File: config.mk
export PLATFORM = sky130hd
export DESIGN_NAME = rmq_div
export DESIGN_NICKNAME = d
export VERILOG_FILES = /design/src/hw/rtl/rmq_pkg.sv /design/src/hw/rtl/rmq_div.sv
export SDC_FILE = /design/constraint.sdc
export NUM_CORES = 1
export LEC_CHECK = 0
export CORE_MARGIN = 5
export CORE_UTILIZATION = 40
export CTS_BUF_LIST = sky130_fd_sc_hd__clkbuf_8
export CTS_CLUSTER_DIAMETER = 80
export DETAILED_ROUTE_END_ITERATION = 7
export DONT_BUFFER_PORTS = 1
export PLACE_DENSITY = 0.66
export RECOVER_POWER = 50
export SLEW_MARGIN = 25
export SYNTH_ARGS = -nofsm -noshare
export SYNTH_HDL_FRONTEND = slang
export SYNTH_SLANG_ARGS = --single-unit
export TNS_END_PERCENT = 5
File: constraint.sdc
create_clock -name clock -period 4.5 [get_ports clock]
set_clock_uncertainty 0.1 [all_clocks]
set_input_delay 0.45 -clock clock [delete_from_list [all_inputs] [get_ports clock]]
set_output_delay 0.45 -clock clock [all_outputs]
set_load 0.01 [all_outputs]
File: src/hw/rtl/rmq_pkg.sv
package rmq_pkg;

   // Branch taken by the four-case method
   typedef enum logic [1:0] {
      CASE_TRACE = 2'd0,
      CASE_X     = 2'd1,
      CASE_Y     = 2'd2,
      CASE_Z     = 2'd3
   } case_type;

endpackage

File: src/hw/rtl/rmq_div.sv
module rmq_div
   import rmq_pkg::*;
#(
   parameter int NW  = 32,
   parameter int DVW = 17,
   parameter int QW  = 16
) (
   input  logic           clock,
   input  logic [NW-1:0]  num_in,
   input  logic [DVW-1:0] den_in,
   output logic [QW-1:0]  quo_out
);

   localparam int CW = ((NW > DVW + QW) ? NW : DVW + QW) + 1;

   logic [NW-1:0]  rem_in [QW];
   logic [NW-1:0]  rem_ff [QW];
   logic [QW-1:0]  quo_in [QW];
   logic [QW-1:0]  quo_ff [QW];
   logic [DVW-1:0] den_ff [QW];

   // Restoring division, one quotient bit per stage from the top
   for (genvar j = 0; j < QW; j++) begin : g_step
      logic [NW-1:0]  rem_prev;
      logic [QW-1:0]  quo_prev;
      logic [DVW-1:0] den_prev;
      logic [CW-1:0]  shifted;
      logic           ge;

      if (j == 0) begin : g_first
         assign rem_prev = num_in;
         assign quo_prev = '0;
         assign den_prev = den_in;
      end else begin : g_next
         assign rem_prev = rem_ff[j-1];
         assign quo_prev = quo_ff[j-1];
         assign den_prev = den_ff[j-1];
      end

      always_comb begin
         shifted   = CW'(den_prev) << (QW - 1 - j);
         ge        = CW'(rem_prev) >= shifted;
         rem_in[j] = ge ? NW'(CW'(rem_prev) - shifted) : rem_prev;
         quo_in[j] = {quo_prev[QW-2:0], ge};
      end

      always_ff @(posedge clock) begin
         den_ff[j] <= den_prev;
      end
   end

   // Advance remainder and quotient
   always_ff @(posedge clock) begin
      for (int j = 0; j < QW; j++) begin
         rem_ff[j] <= rem_in[j];
         quo_ff[j] <= quo_in[j];
      end
   end

   assign quo_out = quo_ff[QW-1];

endmodule

==> results.sh <==
export IMPL_grt_pass1_vias=25860
export IMPL_worst_hold_path_type="in -> reg"
export IMPL_total_leakage_power_nw=18.32
export IMPL_antenna_found_initial=1
export IMPL_ys_types=88
export IMPL_crit_path_max_fanout=30
export IMPL_rr_worst_depth=11
export IMPL_synth_cells=3673
export IMPL_ys_warnings_count=0
export IMPL_fmax_mhz=274.0
export IMPL_clock_latency_ns=0.79
export IMPL_hold_slack_ns=0.09669
export IMPL_crit_type="reg -> reg"
export IMPL_drtPass1Iterations=5
export IMPL_required_ns=5.07
export IMPL_hold_depth=4
export IMPL_grt_usage_pct=15.18
export IMPL_route_detailed_drc=0
export IMPL_path_cells="inv_1, ha_1, fa_1, nor2b_1, o2111ai_1, a31oi_1, a21oi_1, o21bai_1, a41o_1, buf_4, mux2_2"
export IMPL_worst_slew_pin_slew_ns=0.9689
export IMPL_synth_edf_count=0
export IMPL_hold_viol_final=0
export IMPL_hpwl_um=55060
export IMPL_via_per_inst=4.962
export IMPL_syn_nets=4010
export IMPL_power_density_nw_per_um2=728.0
export IMPL_drtIter0Drc=1140
export IMPL_wirelength_um=72840
export IMPL_cts_reportedPaths_clkPinSlew_ns=0.06
export IMPL_htreeDepth=4
export IMPL_synth_top_cell_by_area="dfxtp_1"
export IMPL_start_kind="flop"
export IMPL_core_rowCount=110
export IMPL_postSynthAreaPerCell_sq_um=9.803
export IMPL_grt_max_degree=36
export IMPL_cts_sinks=871
export IMPL_synth_common_cells="dfxtp_1, inv_1, a21oi_1, ha_1, nor2_1"
export IMPL_setup_tns_ns=0
export IMPL_critPathMaxStageDelay_ns=0.60
export IMPL_start_util_pct=40.12
export IMPL_period_needed_ns=3.650
export IMPL_setup_viol=0
export IMPL_synth_top_flop_cell="dfxtp_1"
export IMPL_r2r_setup_slack_ns=0.85
export IMPL_n_fill_cell=8427
export IMPL_ctsLongestPathBuffers=3
export IMPL_yosysSeqAreaShare_pct=48.43
export IMPL_nets=4164
export IMPL_maxSlewHeadroom_pct=35.40
export IMPL_routed_via_count=25360
export IMPL_die_width_um=310.0
export IMPL_cts_tree="built"
export IMPL_cts_buffers=141
export IMPL_synth_top_area_share_pct=48.43
export IMPL_grt_overflow=0
export IMPL_post_synth_top_count_cell="dfxtp_1"
export IMPL_status="finished clean"
export IMPL_seq_area_sq_um=17440
export IMPL_vdd_ir_drop_max_mv=0.4151
export IMPL_routedWlPerCell_um=14.25
export IMPL_r2r_start="rem_ff[0][200]"
export IMPL_slew_violations=0
export IMPL_end_kind="flop"
export IMPL_syn_to_final_growth_pct=13.86
export IMPL_dieArea_sq_um=96120
export IMPL_dieHeight_um=310.0
export IMPL_synth_area_leaders="dfxtp_1, ha_1, a21oi_1"
export IMPL_io_pins=66
export IMPL_period_share_pct=81.10
export IMPL_clock_root_buffer="clkbuf_8"
export IMPL_ys_ff_latch=871
export IMPL_async_flop_share_pct=0
export IMPL_rsz0062_at_grt="false"
export IMPL_place_gp_congestion=0.8800
export IMPL_holdPathEnd="rem_ff[0][17]"
export IMPL_maxCapViolCount=0
export IMPL_core_sq_um=89740
export IMPL_grt_pass1_wl_um=121100
export IMPL_hold_path_startpoint="den_in[2]"
export IMPL_cts_resized_gates=0
export IMPL_slowest_stage="a31oi_1"
export IMPL_multi_input_area_sq_um=17050
export IMPL_drive_gt1_share_pct=9.077
export IMPL_netlist_area_sq_um=36010
export IMPL_r2r_end="rem_ff[0][239]"
export IMPL_portBuffers=0
export IMPL_crit_arrival_ns=4.22
export IMPL_ant_nets=0
state kept, by name, indices dropped and copies added (netlist names):
name	flops
den_ff	255
rem_ff	480
quo_ff	136
logic make-up (layout without fill, tap and decap cells):
| group | count (synthesis) | after routing | share of synthesized area, % |
|---|---|---|---|
| simple gates | 895 | 895 | 12.60 |
| fa+ha+maj | 287 | 287 | 10.29 |
| xor+xnor | 293 | 293 | 7.127 |
| buf+inv | 406 | 666 | 4.340 |
| mux | 97 | 97 | 3.075 |
| flops | 871 | 871 | 48.43 |
| compound gates | 824 | 824 | 14.15 |
| other cells | 0 | 2 | 0 |
cell type report:
| cell class | count | share of cell area (%) |
|---|---|---|
| sequential | 871 | 42.53 |
| clock buffer | 182 | 6.110 |
| clock inverter | 67 | 1.444 |
| timing repair buffer | 66 | 1.514 |
| antenna | 2 | 0.01221 |
| tap | 1176 | 3.589 |
| multi-input combinational | 2396 | 41.58 |
| inverter | 351 | 3.214 |
power by group:
group,total [W],internal (W),switching (W),leakage (nW)
sequential,0.0113,0.00992,0.00134,7.32
combinational,0.0114,0.00533,0.00609,9.30
clock,0.00718,0.00413,0.00305,1.71
routing by layer:
metal / GRT usage (%) / up-vias / share of wire [%]
met3: 3.267 / 210 / 3.5
met2: 29.03 / 485 / 52
li1: - / 13060 / -
met1: 15.33 / 11610 / 39
met5: 0 / - / 0
met4: 8.166 / 0 / 4.8
placed cells by master, fill, tap and decap left out, types with 102 or more instances in the layout:
cell type  count
dfxtp_1      871
nand2_1      212
o21ai_0      193
clkbuf_8     182
xor2_1       136
xnor2_1      157
a21o_1       102
a21oi_1      289
ha_1         272
nor2_1       229
inv_1        380
per-stage QoR:
stage / std cells / cell area [sq um] / utilization [%] / power, W / worst slack, ns
floorplan: 3673 / 36010 / - / 0.02016 / 1.233
global placement: 4810 / 37390 / 41.67 / 0.02251 / 0.8558
detailed placement: 4810 / 37390 / 41.67 / 0.02266 / 0.8482
CTS: 5109 / 40990 / 45.68 / 0.03006 / 0.8376
global route: 5111 / 41000 / 45.68 / 0.03214 / 0.6642
finish: 5111 / 41000 / 45.68 / 0.02984 / 0.8505
how the worst max path moves through the flow:
stage,slack (ns),depth (start not counted),endpoint,startpoint
2_1_floorplan,1.23,12,rem_ff[0][171],rem_ff[0][138]
5_1_grt,0.66,11,rem_ff[0][239],rem_ff[0][200]
4_1_cts,0.84,11,rem_ff[0][239],rem_ff[0][200]
3_3_place_gp,0.86,11,rem_ff[0][235],rem_ff[0][200]
6_report,0.85,11,rem_ff[0][239],rem_ff[0][200]
3_5_place_dp,0.85,11,rem_ff[0][235],rem_ff[0][200]
what timing repair did:
| item | in CTS | in global routing |
|---|---|---|
| setup buffers | 0 | 0 |
| endpoints found under the hold margin | 49 | 0 |
| hold buffers | 50 | 0 |
critical path, delay by kind of cell, from the launching register on:
kind	cells	cell delay [ns]
AO/OA/AOI/OAI	5	1.56
adder cells (fa/ha/maj)	2	0.62
buffers and inverters	2	0.37
flip-flops	1	0.33
multiplexers	1	0.37
AND/OR/NAND/NOR	1	0.18
(Power assumes the default switching activity.)
