===== src/hw/rtl/rmq_pkg.sv =====
package rmq_pkg;

   // Branch taken by the four-case method
   typedef enum logic [1:0] {
      CASE_TRACE = 2'd0,
      CASE_X     = 2'd1,
      CASE_Y     = 2'd2,
      CASE_Z     = 2'd3
   } case_type;

endpackage


===== src/hw/rtl/rmq_isqrt.sv =====
module rmq_isqrt
   import rmq_pkg::*;
#(
   parameter int NP = 16
) (
   input  logic              clock,
   input  logic [2*NP-1:0]   rad_in,
   output logic [NP-1:0]     root_out
);

   localparam int RB = NP + 2;

   logic [RB-1:0]   rem_in  [NP];
   logic [RB-1:0]   rem_ff  [NP];
   logic [NP-1:0]   root_in [NP];
   logic [NP-1:0]   root_ff [NP];
   logic [2*NP-1:0] rad_in_s [NP];
   logic [2*NP-1:0] rad_ff  [NP];

   // One root bit per stage: bring down two radicand bits, try 4q+1
   for (genvar k = 0; k < NP; k++) begin : g_step
      logic [RB-1:0]   rem_prev;
      logic [NP-1:0]   root_prev;
      logic [2*NP-1:0] rad_prev;
      logic [RB+1:0]   cat;
      logic [RB+1:0]   trial;
      logic            ge;

      if (k == 0) begin : g_first
         assign rem_prev  = '0;
         assign root_prev = '0;
         assign rad_prev  = rad_in;
      end else begin : g_next
         assign rem_prev  = rem_ff[k-1];
         assign root_prev = root_ff[k-1];
         assign rad_prev  = rad_ff[k-1];
      end

      always_comb begin
         cat         = {rem_prev, rad_prev[2*NP-1 -: 2]};
         trial       = {2'b00, root_prev, 2'b01};
         ge          = cat >= trial;
         rem_in[k]   = ge ? RB'(cat - trial) : RB'(cat);
         root_in[k]  = {root_prev[NP-2:0], ge};
         rad_in_s[k] = {rad_prev[2*NP-3:0], 2'b00};
      end
   end

   // Advance all stages
   always_ff @(posedge clock) begin
      for (int k = 0; k < NP; k++) begin
         rem_ff[k]  <= rem_in[k];
         root_ff[k] <= root_in[k];
         rad_ff[k]  <= rad_in_s[k];
      end
   end

   assign root_out = root_ff[NP-1];

endmodule


===== config.mk =====
export PLATFORM = sky130hd
export DESIGN_NAME = rmq_isqrt
export DESIGN_NICKNAME = d
export VERILOG_FILES = /design/src/hw/rtl/rmq_pkg.sv /design/src/hw/rtl/rmq_isqrt.sv
export SDC_FILE = /design/constraint.sdc
export NUM_CORES = 1
export LEC_CHECK = 0
export BUFFER_PORTS_ARGS = -buffer_cell sky130_fd_sc_hd__buf_2
export CAP_MARGIN = 20
export CORE_AREA = 2 2 332 236
export DETAILED_ROUTE_END_ITERATION = 12
export DIE_AREA = 0 0 334 238
export GPL_TIMING_DRIVEN = 0
export SETUP_SLACK_MARGIN = 0.1
export SYNTH_ARGS = -nofsm -noshare
export SYNTH_HDL_FRONTEND = slang
export SYNTH_SLANG_ARGS = --single-unit

===== constraint.sdc =====
create_clock -name clock -period 2.55 [get_ports clock]
set_input_delay 0.1275 -clock clock [delete_from_list [all_inputs] [get_ports clock]]
set_output_delay 0.1275 -clock clock [all_outputs]
set_load 0.02 [all_outputs]

==> results.tsv <==
stage	metric	value	unit
worst_setup_path	worst-path fanout max	6	
logic_synthesis	number of synthesized flops with an enable pin	0	
routing	ANT nets after route	0	
logic_synthesis	Synth area leader	dfxtp_1	
worst_setup_path	CP required	3020	ps
sta	minimum clock period	2520	ps
power	Lkg Pwr	0.0129	uW
logic_synthesis	synth warn	0	
logic_synthesis	Synth Register Bits	626	
placed_design	routability congestion estimate from global placement	0.835	
sta	hold_ws	158	ps
hold_path	Worst Hold Depth	2	
clock_tree	H-tree depth	3	
logic_synthesis	Top FF cell, synth	dfxtp_1	
sta	Worst Max-Slew Pin Slew	764	ps
power	Int Pwr	20500	uW
power	Tot Pwr	28500	uW
sta	clock skew	23.3	ps
global_route	Congestion Overflow GR	0	
logic_synthesis	synth unique cells	84	
clock_tree	TritonCTS buffer count	68	
floorplanning	die footprint	79500	sq um
final_layout	Fill cells	7483	
hold_path	Hold/Removal Path Class	in2reg	
routing	first drt pass iteration count	5	
power	Psw	8050	uW
floorplanning	die width	334	um
clock_tree	Skew-Pair Late Insertion Delay	600	ps
final_layout	Syn-to-layout area delta	26.5	%
power	Clock power frac	0.348	
sta	Setup violations, final	0	
floorplanning	area of the core	76100	sq um
placed_design	# port buffers	48	
logic_synthesis	synthesized area per cell	10.4	sq um
job	Max-cap violations	0	
clock_tree	root buf cell	clkbuf_16	
clock_tree	CTS clock-pin slew for the worst setup and hold paths	60	ps
routing	DRC	0	
routing	Avg Vias per Cell	4.48	
logic_synthesis	Yosys top cell area share	0.551	
clock_tree	Clock Tree Buf Depth	3	
final_layout	Ant. Diodes	0	
power	Comb pwr share	0.204	
power	pwr dens	991	nW/um^2
floorplanning	Initial Util	0.298	
global_route	initial antenna violation count	1	
outcome	status	completed	
routing	final wirelength	45100	um
routing	DR vias	15500	
power	Switching Share	0.282	
sta	Slew HR	0.486	
clock_tree	clk sinks	626	
worst_setup_path	Setup crit start kind	flip-flop	
floorplanning	row count	85	
logic_synthesis	Cells after Synth	2182	
worst_setup_path	CP endpoint kind	flip-flop	
logic_synthesis	commonest cells in the netlist	dfxtp_1, inv_1, nor2_1	
placed_design	cell count after placement	3230	
sta	Final Cycle Share	0.989	
final_layout	# nets final	2587	
sta	FMAX	397	MHz
power	Seq pwr share	0.449	
logic_synthesis	mapped cell area	22700	sq um
routing	drt wl/cell	13.1	um
worst_setup_path	worst path arrival time	2990	ps
logic_synthesis	sequential share of the synthesized area	0.551	
final_layout	layout cells sized above 1	0.204	
worst_setup_path	R2R cell count	11	
worst_setup_path	critical path class	reg2reg	
global_route	first-pass GRT wire length	73500	um
global_route	Total Routing Usage GR	0.112	
logic_synthesis	Area contributors post-synth	dfxtp_1, ha_1, xnor2_1	
logic_synthesis	top-count cell post-synth	dfxtp_1	
power	Worst IR Drop VDD	0.616	mV
clock_tree	TritonCTS clock tree	built	
final_layout	final non-filler cell total	3452	
routing	initial DRC count	938	
placed_design	DP HPWL	30900	um
global_route	largest net degree at the start of global routing	16	
global_route	vias in the first global route	14800	
floorplanning	die height	238	um
logic_synthesis	asr flop ratio synth	0	
sta	Slew Viols, Final	0	
sta	RSZ-0062 raised after global routing	yes	
floorplanning	I/O pin cnt	49	
sta	Hold Fails Final Rpt	0	
logic_synthesis	Mapped Nets	2368	
## state kept, by name (all words and copies together) (netlist names)
signal	flops
root_ff	136
rem_ff	250
rad_ff	240
## stage by stage
step | setup slack [ps] | utilization | setup TNS (ps) | area (sq um)
finish | 28.0 | 0.378 | 0 | 28800
global route | -53.3 | 0.378 | -53.3 | 28800
CTS | 66.8 | 0.366 | 0 | 27800
detailed placement | -478 | 0.318 | -25170 | 24200
global placement | -534 | 0.318 | -24930 | 24200
floorplan | 107 | - | 0 | 22800
## final timing paths
kind                                        startpoint                endpoint  slack, ps
worst min register to register  rad_ff[1][117]$_DFF_P_  rad_ff[1][149]$_DFF_P_        310
worst max register to register  root_ff[1][92]$_DFF_P_  rem_ff[1][121]$_DFF_P_         30
worst min-delay path                        rad_in[17]   rad_ff[0][17]$_DFF_P_        160
worst max-delay path            root_ff[1][92]$_DFF_P_  rem_ff[1][121]$_DFF_P_         30
## cell usage in the layout (no fill, tap or decap), types with 16 or more instances in the layout
| cell | instances |
|---|---|
| dfxtp_1 | 597 |
| inv_1 | 173 |
| nor2_1 | 156 |
| a21oi_1 | 116 |
| ha_1 | 112 |
| xnor2_1 | 106 |
| nand2_1 | 95 |
| o21ai_0 | 73 |
| clkbuf_16 | 71 |
| buf_4 | 67 |
| xor2_1 | 67 |
| nor3_1 | 55 |
| buf_2 | 53 |
| a21o_1 | 36 |
| o21a_1 | 36 |
| ha_4 | 34 |
| dlygate4sd3_1 | 33 |
| nand2b_1 | 29 |
| nand3_1 | 28 |
| mux2_2 | 27 |
| dfxtp_2 | 27 |
| nor2b_1 | 24 |
| nor4_1 | 23 |
| nand4_1 | 20 |
| or3_1 | 17 |
| a21oi_2 | 17 |
| o21ai_1 | 17 |
| o31ai_1 | 16 |
## area by class of cell
type	instances	area, sq um	area share
buffer	30	280	0.00975
clock inverter	34	418	0.0145
multi-input combinational	1339	10500	0.365
timing repair buffer	150	1130	0.0395
clock buffer	87	1900	0.0659
inverter	186	706	0.0245
tap	1000	1250	0.0435
sequential	626	12600	0.437
## power groups by stage
stage	Clock (uW)	Sequential [uW]	Combinational, uW
2_1_floorplan	0	12500	3880
3_3_place_gp	0	12900	4750
3_5_place_dp	0	12900	4800
4_1_cts	10300	12700	5320
5_1_grt	10600	13000	6440
6_report	9910	12800	5800
## what timing repair did
item                       in CTS  in global routing
buffers inserted               36                 29
cloned                          4                  1
pin swaps                      27                 53
hold buffers                   33                  0
hold endpoints to repair       33                  0
gates resized for setup       148                186
setup endpoints to repair     148                182
## worst max-delay path, cell delays in order, from the launching register on
cell	delay [ps]
dfxtp_2	340
inv_2	50
ha_4	250
and3_4	160
and2_4	150
a221o_1	350
or3_1	400
buf_6	140
buf_6	110
nor4b_4	120
a311oi_2	220
nand3_2	110
## cell families after synthesis
| logic type | after synthesis | synth area share |
|---|---|---|
| multiplexers | 34 | 0.0173 |
| adder cells (fa/ha/maj) | 153 | 0.0842 |
| XOR/XNOR | 174 | 0.0670 |
| buffers and inverters | 218 | 0.0378 |
| other | 1 | 0.000165 |
| AND/OR/NAND/NOR | 557 | 0.125 |
| flip-flops | 626 | 0.551 |
| AO/OA/AOI/OAI | 419 | 0.117 |
## layer usage
metal  global-route usage  part of all wire  up-vias
met3               0.0298             0.053       82
met5                    0                 0        -
met2                0.159              0.41      317
met4               0.0400             0.026        0
li1                     -                 -     7959
met1                0.160              0.51     7093
No activity file was read; power rests on OpenSTA's default activity.
